`src/rtl/core/dmcm_pkg.sv`:
```
// ----------------------------------------------------------------------------
// dmcm_pkg
// Shared types, widths and codes of the door motor current monitor.
// ----------------------------------------------------------------------------
package dmcm_pkg;

	// ADC sample width
	localparam int SAMPLE_BITS = 12;

	localparam int LIM_W   = 12;  // limit and zero current
	localparam int FACT_W  = 4;   // overload factor
	localparam int DRIFT_W = 10;  // quiet drift
	localparam int CNT_W   = 16;  // leaky counters and their end counts
	localparam int CFG_W   = 16;  // widest configuration register
	localparam int IDX_W   = 3;   // configuration register index

	// signed excess of a sample over the limit current
	localparam int EXC_W = ((SAMPLE_BITS > LIM_W) ? SAMPLE_BITS : LIM_W) + 1;
	// overload level, limit times factor
	localparam int OVL_W = LIM_W + FACT_W;
	// quiet level, zero current plus drift
	localparam int QL_W  = LIM_W + 1;
	// signed compare width that holds all of the above
	localparam int CMP_W = (EXC_W > OVL_W + 1) ? EXC_W : OVL_W + 1;

	localparam logic [CNT_W-1:0] CNT_MAX = {CNT_W{1'b1}};

	typedef enum logic [1:0] {
		FUNC_SAMPLE = 2'd0,
		FUNC_CLOSE  = 2'd1,
		FUNC_OPEN   = 2'd2
	} func_t;

	typedef enum logic [1:0] {
		MODE_IDLE  = 2'd0,
		MODE_CLOSE = 2'd1,
		MODE_OPEN  = 2'd2
	} mode_t;

	typedef enum logic [1:0] {
		ST_IDLE     = 2'd0,
		ST_RUN      = 2'd1,
		ST_DONE     = 2'd2,
		ST_OVERLOAD = 2'd3
	} status_t;

	typedef enum logic [IDX_W-1:0] {
		CFG_LIMIT_CURRENT  = 3'd0,
		CFG_ZERO_CURRENT   = 3'd1,
		CFG_OVERLOAD_FACT  = 3'd2,
		CFG_CLOSE_DRIFT    = 3'd3,
		CFG_OPEN_DRIFT     = 3'd4,
		CFG_OVERLOAD_STOP  = 3'd5,
		CFG_QUIET_FINISH   = 3'd6
	} cfg_idx_t;

	// compare outcome of one sample
	typedef struct packed {
		logic over;
		logic quiet;
	} cmp_flags_t;

	// result of one step
	typedef struct packed {
		status_t          status;
		logic [CNT_W-1:0] ovl_cnt;
	} step_res_t;

endpackage

```
`src/rtl/core/dmcm_if.sv`:
```
// ----------------------------------------------------------------------------
// dmcm_in_if / dmcm_out_if
// Valid/ready channels carrying commands and samples in, status out.
// ----------------------------------------------------------------------------
interface dmcm_in_if;
	logic                              valid;
	logic                              ready;
	dmcm_pkg::func_t                   func;
	logic [dmcm_pkg::SAMPLE_BITS-1:0]  current_sample;

	modport source (output valid, output func, output current_sample, input ready);
	modport sink   (input valid, input func, input current_sample, output ready);
endinterface

interface dmcm_out_if;
	logic                         valid;
	logic                         ready;
	dmcm_pkg::status_t            status;
	logic [dmcm_pkg::CNT_W-1:0]   overload_level_count;

	modport source (output valid, output status, output overload_level_count, input ready);
	modport sink   (input valid, input status, input overload_level_count, output ready);
endinterface

```
`src/rtl/core/dmcm_eval.sv`:
```
// ----------------------------------------------------------------------------
// dmcm_eval
// Excess of a sample and its compare against overload and quiet levels.
// ----------------------------------------------------------------------------
module dmcm_eval (
	input  dmcm_pkg::mode_t                       mode,
	input  logic [dmcm_pkg::SAMPLE_BITS-1:0]      sample,
	input  logic signed [dmcm_pkg::EXC_W-1:0]     prev_excess,
	input  logic [dmcm_pkg::LIM_W-1:0]            limit_current,
	input  logic [dmcm_pkg::LIM_W-1:0]            idle_current,
	input  logic [dmcm_pkg::FACT_W-1:0]           overload_factor,
	input  logic [dmcm_pkg::DRIFT_W-1:0]          close_drift,
	input  logic [dmcm_pkg::DRIFT_W-1:0]          open_drift,
	output logic signed [dmcm_pkg::EXC_W-1:0]     excess,
	output dmcm_pkg::cmp_flags_t                  flags
);
	import dmcm_pkg::*;

	logic [OVL_W-1:0]         ovl_lvl;
	logic [DRIFT_W-1:0]       drift;
	logic [QL_W-1:0]          quiet_lvl;
	logic signed [CMP_W-1:0]  exc_c;
	logic signed [CMP_W-1:0]  prev_c;
	logic signed [CMP_W-1:0]  ovl_c;
	logic signed [CMP_W-1:0]  quiet_c;

	assign excess    = $signed(EXC_W'(sample)) - $signed(EXC_W'(limit_current));
	assign ovl_lvl   = OVL_W'(limit_current) * OVL_W'(overload_factor);
	assign drift     = (mode == MODE_OPEN) ? open_drift : close_drift;
	assign quiet_lvl = QL_W'(idle_current) + QL_W'(drift);

	assign exc_c   = CMP_W'(excess);
	assign prev_c  = CMP_W'(prev_excess);
	assign ovl_c   = $signed(CMP_W'(ovl_lvl));
	assign quiet_c = $signed(CMP_W'(quiet_lvl));

	// both this and the previous excess must agree
	assign flags.over  = (exc_c > ovl_c) && (prev_c > ovl_c);
	assign flags.quiet = (exc_c < quiet_c) && (prev_c < quiet_c);

endmodule

```
`src/rtl/core/dmcm_track.sv`:
```
// ----------------------------------------------------------------------------
// dmcm_track
// Move mode, previous excess and leaky counters; end-of-move decision.
// ----------------------------------------------------------------------------
module dmcm_track (
	input  logic                                  clk,
	input  logic                                  arst_n,
	input  logic                                  adv,
	input  dmcm_pkg::func_t                       func,
	input  logic signed [dmcm_pkg::EXC_W-1:0]     excess,
	input  dmcm_pkg::cmp_flags_t                  flags,
	input  logic [dmcm_pkg::CNT_W-1:0]            overload_stop_count,
	input  logic [dmcm_pkg::CNT_W-1:0]            quiet_finish_count,
	output dmcm_pkg::mode_t                       mode_q,
	output logic signed [dmcm_pkg::EXC_W-1:0]     prev_excess_q,
	output dmcm_pkg::step_res_t                   res
);
	import dmcm_pkg::*;

	logic [CNT_W-1:0]         ovl_cnt_q, quiet_cnt_q;
	logic [CNT_W-1:0]         ovl_up, ovl_dn, quiet_up, quiet_dn;
	logic [CNT_W-1:0]         ovl_upd, quiet_upd;
	logic [CNT_W-1:0]         ovl_cnt_d, quiet_cnt_d;
	logic signed [EXC_W-1:0]  prev_excess_d;
	mode_t                    mode_d;
	logic                     stop_hit, finish_hit;

	assign ovl_up   = (ovl_cnt_q == CNT_MAX) ? CNT_MAX : ovl_cnt_q + CNT_W'(1);
	assign ovl_dn   = (ovl_cnt_q == '0) ? '0 : ovl_cnt_q - CNT_W'(1);
	assign quiet_up = (quiet_cnt_q == CNT_MAX) ? CNT_MAX : quiet_cnt_q + CNT_W'(1);
	assign quiet_dn = (quiet_cnt_q == '0) ? '0 : quiet_cnt_q - CNT_W'(1);

	// counter update for a sample inside a move
	always_comb begin
		if (mode_q == MODE_CLOSE) begin
			if (flags.over) begin
				ovl_upd   = ovl_up;
				quiet_upd = quiet_dn;
			end else if (flags.quiet) begin
				ovl_upd   = ovl_dn;
				quiet_upd = quiet_up;
			end else begin
				ovl_upd   = ovl_dn;
				quiet_upd = quiet_dn;
			end
		end else begin
			ovl_upd   = ovl_cnt_q;
			quiet_upd = flags.quiet ? quiet_up : quiet_dn;
		end
	end

	assign stop_hit   = (mode_q == MODE_CLOSE) && (ovl_upd >= overload_stop_count);
	assign finish_hit = quiet_upd >= quiet_finish_count;

	// next state
	always_comb begin
		mode_d        = mode_q;
		prev_excess_d = prev_excess_q;
		ovl_cnt_d     = ovl_cnt_q;
		quiet_cnt_d   = quiet_cnt_q;
		unique case (func)
			FUNC_CLOSE, FUNC_OPEN: begin
				mode_d        = (func == FUNC_CLOSE) ? MODE_CLOSE : MODE_OPEN;
				prev_excess_d = '0;
				ovl_cnt_d     = '0;
				quiet_cnt_d   = '0;
			end
			FUNC_SAMPLE: begin
				if (mode_q != MODE_IDLE) begin
					ovl_cnt_d   = ovl_upd;
					quiet_cnt_d = quiet_upd;
					if (stop_hit || finish_hit) begin
						mode_d = MODE_IDLE;
					end else begin
						prev_excess_d = excess;
					end
				end
			end
			default: ;
		endcase
	end

	// step result
	always_comb begin
		res.status  = ST_IDLE;
		res.ovl_cnt = ovl_cnt_d;
		unique case (func)
			FUNC_CLOSE, FUNC_OPEN: res.status = ST_RUN;
			FUNC_SAMPLE: begin
				if (mode_q != MODE_IDLE) begin
					if (stop_hit) begin
						res.status = ST_OVERLOAD;
					end else if (finish_hit) begin
						res.status = ST_DONE;
					end else begin
						res.status = ST_RUN;
					end
				end
			end
			default: ;
		endcase
	end

	always_ff @(posedge clk or negedge arst_n) begin
		if (!arst_n) begin
			mode_q        <= MODE_IDLE;
			prev_excess_q <= '0;
			ovl_cnt_q     <= '0;
			quiet_cnt_q   <= '0;
		end else if (adv) begin
			mode_q        <= mode_d;
			prev_excess_q <= prev_excess_d;
			ovl_cnt_q     <= ovl_cnt_d;
			quiet_cnt_q   <= quiet_cnt_d;
		end
	end

endmodule

```
`src/rtl/core/door_motor_current_monitor_unit.sv`:
```
// ----------------------------------------------------------------------------
// door_motor_current_monitor_unit
// Current watch for one door motor move: overload stop and normal finish.
// ----------------------------------------------------------------------------
//
//  channel   | dir | handshake       | payload
//  ----------+-----+-----------------+------------------------------------------
//  in_ch     | in  | valid / ready   | func, current_sample
//  out_ch    | out | valid / ready   | status, overload_level_count
//  cfg       | in  | cfg_we          | cfg_idx, cfg_wdata (write only)
//
//  One transaction in gives one transaction out. A transaction enters the
//  input stage (_s1), is evaluated there against the move state, and its
//  result lands in the output register. Throughput is one transaction per
//  cycle while out_ch does not stall. The input stage keeps taking a
//  transaction while a result waits on out_ch; it holds once both the stage
//  and the output register are full.
//  arst_n clears move state, valid flags and loads register defaults.
//
module door_motor_current_monitor_unit (
	input  logic                              clk,
	input  logic                              arst_n,
	dmcm_in_if.sink                           in_ch,
	dmcm_out_if.source                        out_ch,
	input  logic                              cfg_we,
	input  logic [dmcm_pkg::IDX_W-1:0]        cfg_idx,
	input  logic [dmcm_pkg::CFG_W-1:0]        cfg_wdata
);
	import dmcm_pkg::*;

	// configuration registers
	logic [LIM_W-1:0]    limit_current_q;
	logic [LIM_W-1:0]    idle_current_q;
	logic [FACT_W-1:0]   overload_factor_q;
	logic [DRIFT_W-1:0]  close_drift_q;
	logic [DRIFT_W-1:0]  open_drift_q;
	logic [CNT_W-1:0]    overload_stop_q;
	logic [CNT_W-1:0]    quiet_finish_q;

	// input stage
	logic                    valid_s1;
	func_t                   func_s1;
	logic [SAMPLE_BITS-1:0]  sample_s1;
	logic                    adv_s1;

	// output register
	logic                    out_valid_q;
	step_res_t               out_res_q;

	// evaluation
	mode_t                   mode;
	logic signed [EXC_W-1:0] prev_excess;
	logic signed [EXC_W-1:0] excess;
	cmp_flags_t              flags;
	step_res_t               res;

	always_ff @(posedge clk or negedge arst_n) begin
		if (!arst_n) begin
			limit_current_q   <= '0;
			idle_current_q    <= '0;
			overload_factor_q <= FACT_W'(1);
			close_drift_q     <= '0;
			open_drift_q      <= '0;
			overload_stop_q   <= CNT_W'(10);
			quiet_finish_q    <= CNT_W'(10);
		end else if (cfg_we) begin
			unique case (cfg_idx)
				CFG_LIMIT_CURRENT: limit_current_q   <= cfg_wdata[LIM_W-1:0];
				CFG_ZERO_CURRENT:  idle_current_q    <= cfg_wdata[LIM_W-1:0];
				CFG_OVERLOAD_FACT: overload_factor_q <= cfg_wdata[FACT_W-1:0];
				CFG_CLOSE_DRIFT:   close_drift_q     <= cfg_wdata[DRIFT_W-1:0];
				CFG_OPEN_DRIFT:    open_drift_q      <= cfg_wdata[DRIFT_W-1:0];
				CFG_OVERLOAD_STOP: overload_stop_q   <= cfg_wdata[CNT_W-1:0];
				CFG_QUIET_FINISH:  quiet_finish_q    <= cfg_wdata[CNT_W-1:0];
				default: ;  // writes beyond the register list are dropped
			endcase
		end
	end

	// Advance the input stage when the output register is free or drains now.
	assign adv_s1      = valid_s1 && (!out_valid_q || out_ch.ready);
	assign in_ch.ready = !valid_s1 || adv_s1;

	always_ff @(posedge clk or negedge arst_n) begin
		if (!arst_n) begin
			valid_s1 <= 1'b0;
		end else if (in_ch.ready) begin
			valid_s1 <= in_ch.valid;
		end
	end

	// payload: load on every accepted transaction, hold otherwise
	always_ff @(posedge clk) begin
		if (in_ch.valid && in_ch.ready) begin
			func_s1   <= in_ch.func;
			sample_s1 <= in_ch.current_sample;
		end
	end

	dmcm_eval u_eval (
		.mode            (mode),
		.sample          (sample_s1),
		.prev_excess     (prev_excess),
		.limit_current   (limit_current_q),
		.idle_current    (idle_current_q),
		.overload_factor (overload_factor_q),
		.close_drift     (close_drift_q),
		.open_drift      (open_drift_q),
		.excess          (excess),
		.flags           (flags)
	);

	// move state advances exactly once per transaction leaving the input stage
	dmcm_track u_track (
		.clk                 (clk),
		.arst_n              (arst_n),
		.adv                 (adv_s1),
		.func                (func_s1),
		.excess              (excess),
		.flags               (flags),
		.overload_stop_count (overload_stop_q),
		.quiet_finish_count  (quiet_finish_q),
		.mode_q              (mode),
		.prev_excess_q       (prev_excess),
		.res                 (res)
	);

	// Output register: load on advance, drop valid once taken.
	always_ff @(posedge clk or negedge arst_n) begin
		if (!arst_n) begin
			out_valid_q <= 1'b0;
		end else if (adv_s1) begin
			out_valid_q <= 1'b1;
		end else if (out_ch.ready) begin
			out_valid_q <= 1'b0;
		end
	end

	always_ff @(posedge clk) begin
		if (adv_s1) begin
			out_res_q <= res;
		end
	end

	assign out_ch.valid                = out_valid_q;
	assign out_ch.status               = out_res_q.status;
	assign out_ch.overload_level_count = out_res_q.ovl_cnt;

	// A start command always reports a running move with a cleared counter.
	assert property (@(posedge clk) disable iff (!arst_n)
		adv_s1 && (func_s1 == FUNC_CLOSE || func_s1 == FUNC_OPEN)
		|=> out_valid_q && out_res_q.status == ST_RUN && out_res_q.ovl_cnt == '0)
		else $error("start command did not report a fresh running move");

	// A finished or stopped move leaves the block idle.
	assert property (@(posedge clk) disable iff (!arst_n)
		adv_s1 && (res.status == ST_DONE || res.status == ST_OVERLOAD)
		|=> mode == MODE_IDLE)
		else $error("move still active after an end status");

	// An overload stop only ever comes out of a close move.
	assert property (@(posedge clk) disable iff (!arst_n)
		adv_s1 && res.status == ST_OVERLOAD |-> mode == MODE_CLOSE)
		else $error("overload stop outside a close move");

	// Move state holds while the input stage is stalled or empty.
	assert property (@(posedge clk) disable iff (!arst_n)
		!adv_s1 |=> mode == $past(mode) && prev_excess == $past(prev_excess))
		else $error("move state changed without a transaction");

endmodule
```
`src/flat_wrapper.sv`:
```
// flat-port wrapper written by rule: the top's interface ports become plain ports
module door_motor_current_monitor_unit_flat import dmcm_pkg::*;
  (clk, arst_n, cfg_we, cfg_idx, cfg_wdata, in_ch_valid, in_ch_func, in_ch_current_sample, in_ch_ready, out_ch_valid, out_ch_status, out_ch_overload_level_count, out_ch_ready);
  dmcm_in_if in_ch_i ();
  dmcm_out_if out_ch_i ();
  input  logic clk;
  input  logic arst_n;
  input  logic cfg_we;
  input  logic [dmcm_pkg::IDX_W-1:0] cfg_idx;
  input  logic [dmcm_pkg::CFG_W-1:0] cfg_wdata;
  input wire logic [$bits(in_ch_i.valid)-1:0] in_ch_valid;
  input wire logic [$bits(in_ch_i.func)-1:0] in_ch_func;
  input wire logic [$bits(in_ch_i.current_sample)-1:0] in_ch_current_sample;
  output wire logic [$bits(in_ch_i.ready)-1:0] in_ch_ready;
  output wire logic [$bits(out_ch_i.valid)-1:0] out_ch_valid;
  output wire logic [$bits(out_ch_i.status)-1:0] out_ch_status;
  output wire logic [$bits(out_ch_i.overload_level_count)-1:0] out_ch_overload_level_count;
  input wire logic [$bits(out_ch_i.ready)-1:0] out_ch_ready;
  assign in_ch_i.valid = in_ch_valid;
  assign in_ch_i.func = in_ch_func;
  assign in_ch_i.current_sample = in_ch_current_sample;
  assign in_ch_ready = in_ch_i.ready;
  assign out_ch_valid = out_ch_i.valid;
  assign out_ch_status = out_ch_i.status;
  assign out_ch_overload_level_count = out_ch_i.overload_level_count;
  assign out_ch_i.ready = out_ch_ready;
  door_motor_current_monitor_unit u_core (.clk(clk), .arst_n(arst_n), .in_ch(in_ch_i), .out_ch(out_ch_i), .cfg_we(cfg_we), .cfg_idx(cfg_idx), .cfg_wdata(cfg_wdata));
endmodule
```
`config.mk`:
```
export PLATFORM = sky130hd
export DESIGN_NAME = door_motor_current_monitor_unit_flat
export DESIGN_NICKNAME = d
export VERILOG_FILES = /design/src/rtl/core/dmcm_pkg.sv /design/src/rtl/core/dmcm_if.sv /design/src/rtl/core/dmcm_eval.sv /design/src/rtl/core/dmcm_track.sv /design/src/rtl/core/door_motor_current_monitor_unit.sv /design/src/flat_wrapper.sv
export SDC_FILE = /design/constraint.sdc
export NUM_CORES = 1
export LEC_CHECK = 0
export BUFFER_PORTS_ARGS = -buffer_cell sky130_fd_sc_hd__clkbuf_2
export CAP_MARGIN = 20
export CORE_ASPECT_RATIO = 1.5
export CORE_MARGIN = 5
export CORE_UTILIZATION = 50
export CTS_BUF_LIST = sky130_fd_sc_hd__clkbuf_4
export DETAILED_ROUTE_END_ITERATION = 12
export PLACE_DENSITY = 0.67
export SYNTH_ARGS = -nofsm -noshare
export SYNTH_HDL_FRONTEND = slang
export SYNTH_SLANG_ARGS = --single-unit
```
`constraint.sdc`:
```
create_clock -name clk -period 12.5 [get_ports clk]
set_input_delay 2.5 -clock clk [delete_from_list [all_inputs] [get_ports clk]]
set_output_delay 2.5 -clock clk [all_outputs]
set_load 0.005 [all_outputs]
```
# ---- After elaboration in Yosys (flattened, before gate mapping)
# Cells that the tools add are included.
dict set report word_totals {
  regBits 161
  output_inout_bits 20
  word_cells 100
}
dict set report classes {
  n_addsub 6
  n_mul 1
  magnitude_cmp 6
  n_eq_ne 15
  mux 27
  reduce_logical 28
}
# op n
set ops {}
lappend ops {{$mux 16} 11}
lappend ops {{$pmux 16 s2} 2}
lappend ops {{$gt 13x17->1} 2}
lappend ops {{$add 16x1->16 const B} 2}
lappend ops {{$eq 16x16->1 const B} 2}
lappend ops {{$ge 16x16->1} 2}
lappend ops {{$logic_not 16->1} 2}
lappend ops {{$sub 16x1->16 const B} 2}
lappend ops {{$lt 13x14->1} 2}
lappend ops {{$mux 13} 2}
lappend ops {{$pmux 13 s2} 1}
lappend ops {{$mul 12x4->16} 1}
lappend ops {{$reduce_and 2->1} 7}
lappend ops {{$add 12x10->13} 1}
lappend ops {{$sub 12x12->13} 1}
lappend ops {{$mux 2} 6}
lappend ops {{$mux 10} 1}
lappend ops {{$eq 3x3->1 const B} 3}
lappend ops {{$pmux 2 s2} 2}
lappend ops {{$reduce_and 4->1} 2}
lappend ops {{$eq 3x2->1 const B} 2}
lappend ops {{$ne 2x2->1 const B} 3}
lappend ops {{$reduce_bool 2->1} 3}
lappend ops {{$logic_and 1x1->1} 5}
lappend ops {{other kinds (10)} 16}

# ---- Longest topological paths before layout
dict set report depth {
  ltp_word 13
  ltp_mapped 40
  ltp_nobuf 36
}

# ---- Modules after synthesis
# Synthesis repeated with hierarchy kept, for this count alone.
dict set report hier_totals {
  cells_unflattened 1385
  area_unflattened_um2 13075.0
}
# module instances cells_per_inst area_each_um2 seq_area_each_um2
set by_module_without_submodules {}
lappend by_module_without_submodules {dmcm_track 1 714 5296.3 1176.1}
lappend by_module_without_submodules {door_motor_current_monitor_unit 1 214 4139.0 3019.1}
lappend by_module_without_submodules {dmcm_eval 1 457 3639.7 0.0}

# ---- Worst setup path after synthesis
# No wires, ideal clock.
dict set report synth_timing {
  path_type {reg-to-reg}
  startpoint {register u_core.overload_factor_q[3]}
  endpoint {register u_core.u_track.prev_excess_q[0] in the netlist's numbering}
  setup_time_ns 0.121
  arrival_time_ns 8.529
  setup_slack_ns 3.850
  stages_incl_launch_ff 41
  n_path_buf 4
  cell_sequence {dfrtp_1 clkbuf_1 and2_1 fa_1 inv_1 fa_1 inv_1 ha_1 and3_1 a221o_1 o221ai_1 nand2b_1 a21oi_1 o21bai_1 a21oi_1 xor2_1 ha_1 and4b_1 [... 5 more ...] a21oi_1 buf_1 buf_2 nand2_1 a21boi_0 ha_1 nand2b_1 a21o_1 a21o_1 a21o_1 a21o_1 a2111oi_0 o41ai_1 a211oi_1 nand2b_1 a21o_1 clkbuf_1 a22o_1}
}
dict set report synth_between {
  elab_chain_len 10
  word_cells_on_any_way 14
  cone_classes {mul (1); order compare (4); eq/ne (1); mux (4); reduce/logical (4)}
}
# element line_no
set synth_lines {}
lappend synth_lines {{start: declaration} door_motor_current_monitor_unit.sv:34} ;# logic [FACT_W-1:0] overload_factor_q;
lappend synth_lines {{start signal: assignment} door_motor_current_monitor_unit.sv:70} ;# CFG_OVERLOAD_FACT: overload_factor_q <= cfg_wdata[FACT_W-1:0];
lappend synth_lines {{$mul 12x4->16 *} dmcm_eval.sv:28} ;# assign ovl_lvl = OVL_W'(limit_current) * OVL_W'(overload_factor);
lappend synth_lines {{$gt 13x17->1} dmcm_eval.sv:38} ;# assign flags.over = (exc_c > ovl_c) && (prev_c > ovl_c);
lappend synth_lines {{$logic_and 1x1->1 *} dmcm_eval.sv:38}
lappend synth_lines {{$mux 16} dmcm_track.sv:36} ;# if (flags.over) begin
lappend synth_lines {{$mux 16} dmcm_track.sv:35} ;# if (mode_q == MODE_CLOSE) begin
lappend synth_lines {{$ge 16x16->1} dmcm_track.sv:52} ;# assign stop_hit = (mode_q == MODE_CLOSE) && (ovl_upd >= overload_stop_count);
lappend synth_lines {{$logic_and 1x1->1} dmcm_track.sv:52}
lappend synth_lines {{$logic_or 1x1->1 *} dmcm_track.sv:72} ;# if (stop_hit || finish_hit) begin
lappend synth_lines {{$ne 2x2->1 (no source line) *} --}
lappend synth_lines {{$reduce_and 4->1 (no source line) *} --}
lappend synth_lines {{end signal: assignment} dmcm_track.sv:112} ;# prev_excess_q <= prev_excess_d;
lappend synth_lines {{end: declaration} dmcm_track.sv:15} ;# output logic signed [dmcm_pkg::EXC_W-1:0] prev_excess_q,
# Every way passes the cells marked *; elsewhere a longest branch is shown, timed or not.
# A chain may end at the register's enable or synchronous reset.

# ---- Final worst setup path
dict set report layout_timing {
  startpoint {register u_core.overload_factor_q[3]}
  endpoint {register u_core.u_track.prev_excess_q[1] in the netlist's numbering}
}
# Same word-level chain as after synthesis.

==> results.json <==
{
  "status": "complete, no violations",
  "synth_top_area_share_pct": 24.8,
  "ys_async_sr_fraction_pct": 80.1,
  "synth-edff-count": 32,
  "critPathMostFrequentCell": "a21o_1",
  "cts_resized": 0,
  "min_period_ps": 10140,
  "grt_remaining_overflow": 0,
  "avgSynthCellArea_um2": 9.31,
  "ant_nets": 0,
  "gp_congestion": 0.902,
  "power_leakage_nw": 6.46,
  "cp-end-kind": "flop",
  "ys_seq_area_share_pct": 33.5,
  "drtIter0Drc": 775,
  "drt-pass1-iter-count": 6,
  "period_share_pct": 81.1,
  "synth_cells": 1346,
  "cp_data_required_time_ps": 13030,
  "slew_violations": 0,
  "nNetsFinal": 1563,
  "cp-startpoint": "u_core.overload_factor_q[3]",
  "path_class": "flop to flop",
  "drc": 0,
  "yosys_most_used_dff": "dfrtp_1",
  "grt_pass1_vias": 10100,
  "die_area_um2": 28400,
  "die_height_um": 204,
  "p_per_area_nw_per_um2": 233,
  "worstSetupEndpoint": "u_core.u_track.prev_excess_q[1]",
  "port-buffer-count": 57,
  "crit_arrival_ps": 10670,
  "vias": 10100,
  "power_mw": 3.12,
  "grt_use_total_pct": 23.2,
  "synth_top_area_cell": "dfrtp_1",
  "grt_max_degree": 76,
  "drive_gt1_share_pct": 13.9,
  "cp_max_fo": 32,
  "hold_class": "flop to flop",
  "clk_latency_ps": 610,
  "start_util_pct": 50.4,
  "max-slew-margin-rel_pct": 28.5,
  "setup_violations": 0,
  "cts.path.max_buffers": 2,
  "syn_nets": 1538,
  "fmax_mhz": 98.6,
  "via_per_inst": 5.88,
  "clock_sinks": 161,
  "cp_slowest_cell": "nor2_1",
  "synth_area_um2": 12500,
  "hpwlAfterDp_mm": 25.1,
  "sequentialPowerShare_pct": 24.4,
  "area_growth_pct": 6.84,
  "worst-r2r-cell-count": 37,
  "nFillCells": 2323,
  "h-tree-depth": 4,
  "p_switching_mw": 1.48,
  "netlist_top_cells_count": "ha_1, inv_1, dfrtp_1",
  "rows": 71,
  "drt_wl_total_mm": 32.8,
  "wl_per_cell_um": 19.1,
  "setup_tns_ps": 0,
  "swShare_pct": 47.3,
  "rr_endpoint": "u_core.u_track.prev_excess_q[1]",
  "hold_viol": 0,
  "cts_tree": "yes",
  "grt_pass1_wl_mm": 52.5,
  "clock_skew_ps": 29.1,
  "ys_ff_latch": 161,
  "cts_buffers": 17,
  "maxCapViolations": 0,
  "pwr-share-comb_pct": 64.7,
  "r2r-start": "u_core.overload_factor_q[3]",
  "power_frac_clock_pct": 10.9,
  "regArea_um2": 4200,
  "critPathMaxStageDelay_ps": 680,
  "path_clk_slew_ps": 150,
  "ys_top_cells_by_area": "dfrtp_1, ha_1, edfxtp_1, mux2_2, inv_1",
  "post_cts_buffers": 0,
  "die_w_um": 139,
  "rsz0062_at_grt": "no",
  "cp-start-kind": "flop",
  "synth_cell_types": 74,
  "multi_input_area_um2": 7650,
  "clockRootBuffer": "clkbuf_4",
  "grt_antenna_before_repair": 1,
  "io-pin-count": 58,
  "fp.coreArea_um2": 24900,
  "ys_warn_count": 0,
  "worst_pin_slew_ps": 1060,
  "synth.most_common_cell": "ha_1",
  "r2r_slack_ps": 2360,
  "ir_drop_mv": 0.0831,
  "p_int_mw": 1.65,
  "holdBufCountCts": 0
}
-- worst min path at each step --
stage	endpoint	slack, ps	startpoint	cells after the start
floorplan	u_core.out_ch.valid	460	u_core.valid_s1	1
detailed placement	u_core.close_drift_q[5]	490	u_core.close_drift_q[5]	1
CTS	u_core.open_drift_q[7]	520	u_core.open_drift_q[7]	1
global placement	u_core.out_ch.valid	470	u_core.valid_s1	1
global route	u_core.close_drift_q[5]	540	u_core.close_drift_q[5]	1
finish	u_core.close_drift_q[0]	520	u_core.close_drift_q[0]	1
-- registers in the layout, indices dropped and copies added (netlist names) --
signal                              cells
u_core.sample_s1                       12
u_core.out_ch.status                    2
u_core.idle_current_q                  12
u_core.overload_stop_q                 16
u_core.func_s1                          2
u_core.open_drift_q                    10
u_core.u_track.prev_excess_q           13
u_core.close_drift_q                   10
u_core.quiet_finish_q                  16
u_core.u_track.ovl_cnt_q               16
u_core.out_ch.overload_level_count     16
u_core.valid_s1                         1
u_core.u_track.mode_q                   2
u_core.overload_factor_q                4
u_core.out_ch.valid                     1
u_core.limit_current_q                 12
u_core.u_track.quiet_cnt_q             16
-- routing by layer --
| layer | vias to the layer above | global-route usage [%] | part of all wire [%] |
|---|---|---|---|
| li1 | 4859 | - | - |
| met1 | 4843 | 25.8 | 39 |
| met2 | 272 | 43.1 | 53 |
| met3 | 91 | 3.09 | 3.3 |
| met4 | 0 | 11.7 | 5.1 |
| met5 | - | 0 | 0 |
-- cells in the final DEF (no fill, tap or decap), types with 22 or more instances in the layout --
cell      netlist  layout
ha_1          132     132
inv_1         126     126
dfrtp_1       124     124
nand2_1       113     113
mux2_2         79      79
a21oi_1        67      66
o21ai_0        60      60
clkbuf_2        0      56
nor2_1         55      55
and2_1         42      42
a21o_1         38      38
o21ai_1        36      36
edfxtp_1       32      32
nand3_1        25      25
nor3_1         25      24
and3_1         24      24
fa_1           22      22
-- power by group through the flow --
stage                     logic, mW  clock network [mW]  registers, mW
final                          2.02               0.342          0.762
after global routing           2.28               0.367          0.777
after CTS                      2.02               0.350          0.759
after detailed placement       2.01                   0          0.770
after global placement         1.95                   0          0.765
after floorplan                1.58                   0          0.712
-- worst max-delay path: cells and delay by family (launching register included) --
kind            cells  cell delay, ps
compound gates     18            4710
flops               1             550
fa+ha+maj           5            1860
xor+xnor            1             260
simple gates       10            2210
buf+inv             3             460
-- cell families after synthesis --
family,after synthesis,synth area share (%)
DFF,161,33.5
and+or+nand+nor,374,15.3
muxes,106,9.40
buffers and inverters,186,5.64
AOI/OAI and AO/OA,335,17.4
xor gates and xnor gates,30,2.10
adders and majority gates,154,16.7
-- metrics by stage --
| step | hold slack [ps] | instance area, µm² | setup slack (ps) | instances | util, % |
|---|---|---|---|---|---|
| after detailed placement | 492 | 13100 | 2510 | 1679 | 52.6 |
| after global routing | 542 | 13400 | 1610 | 1713 | 53.8 |
| after floorplan | 457 | 12500 | 3850 | 1346 | - |
| after global placement | 467 | 13100 | 2920 | 1679 | 52.6 |
| final | 520 | 13400 | 2360 | 1713 | 53.8 |
| after CTS | 523 | 13400 | 2430 | 1711 | 53.8 |
-- area by class of cell --
type,count,share of cell area (%)
clock buffers,18,1.01
repair buffers,66,2.71
inverters,126,3.53
flip-flops and latches,161,31.3
clock inverters,14,1.20
well taps,328,3.06
diodes,1,0.0187
multi-input cells,999,57.1
Power figures use the tool's default switching activity.
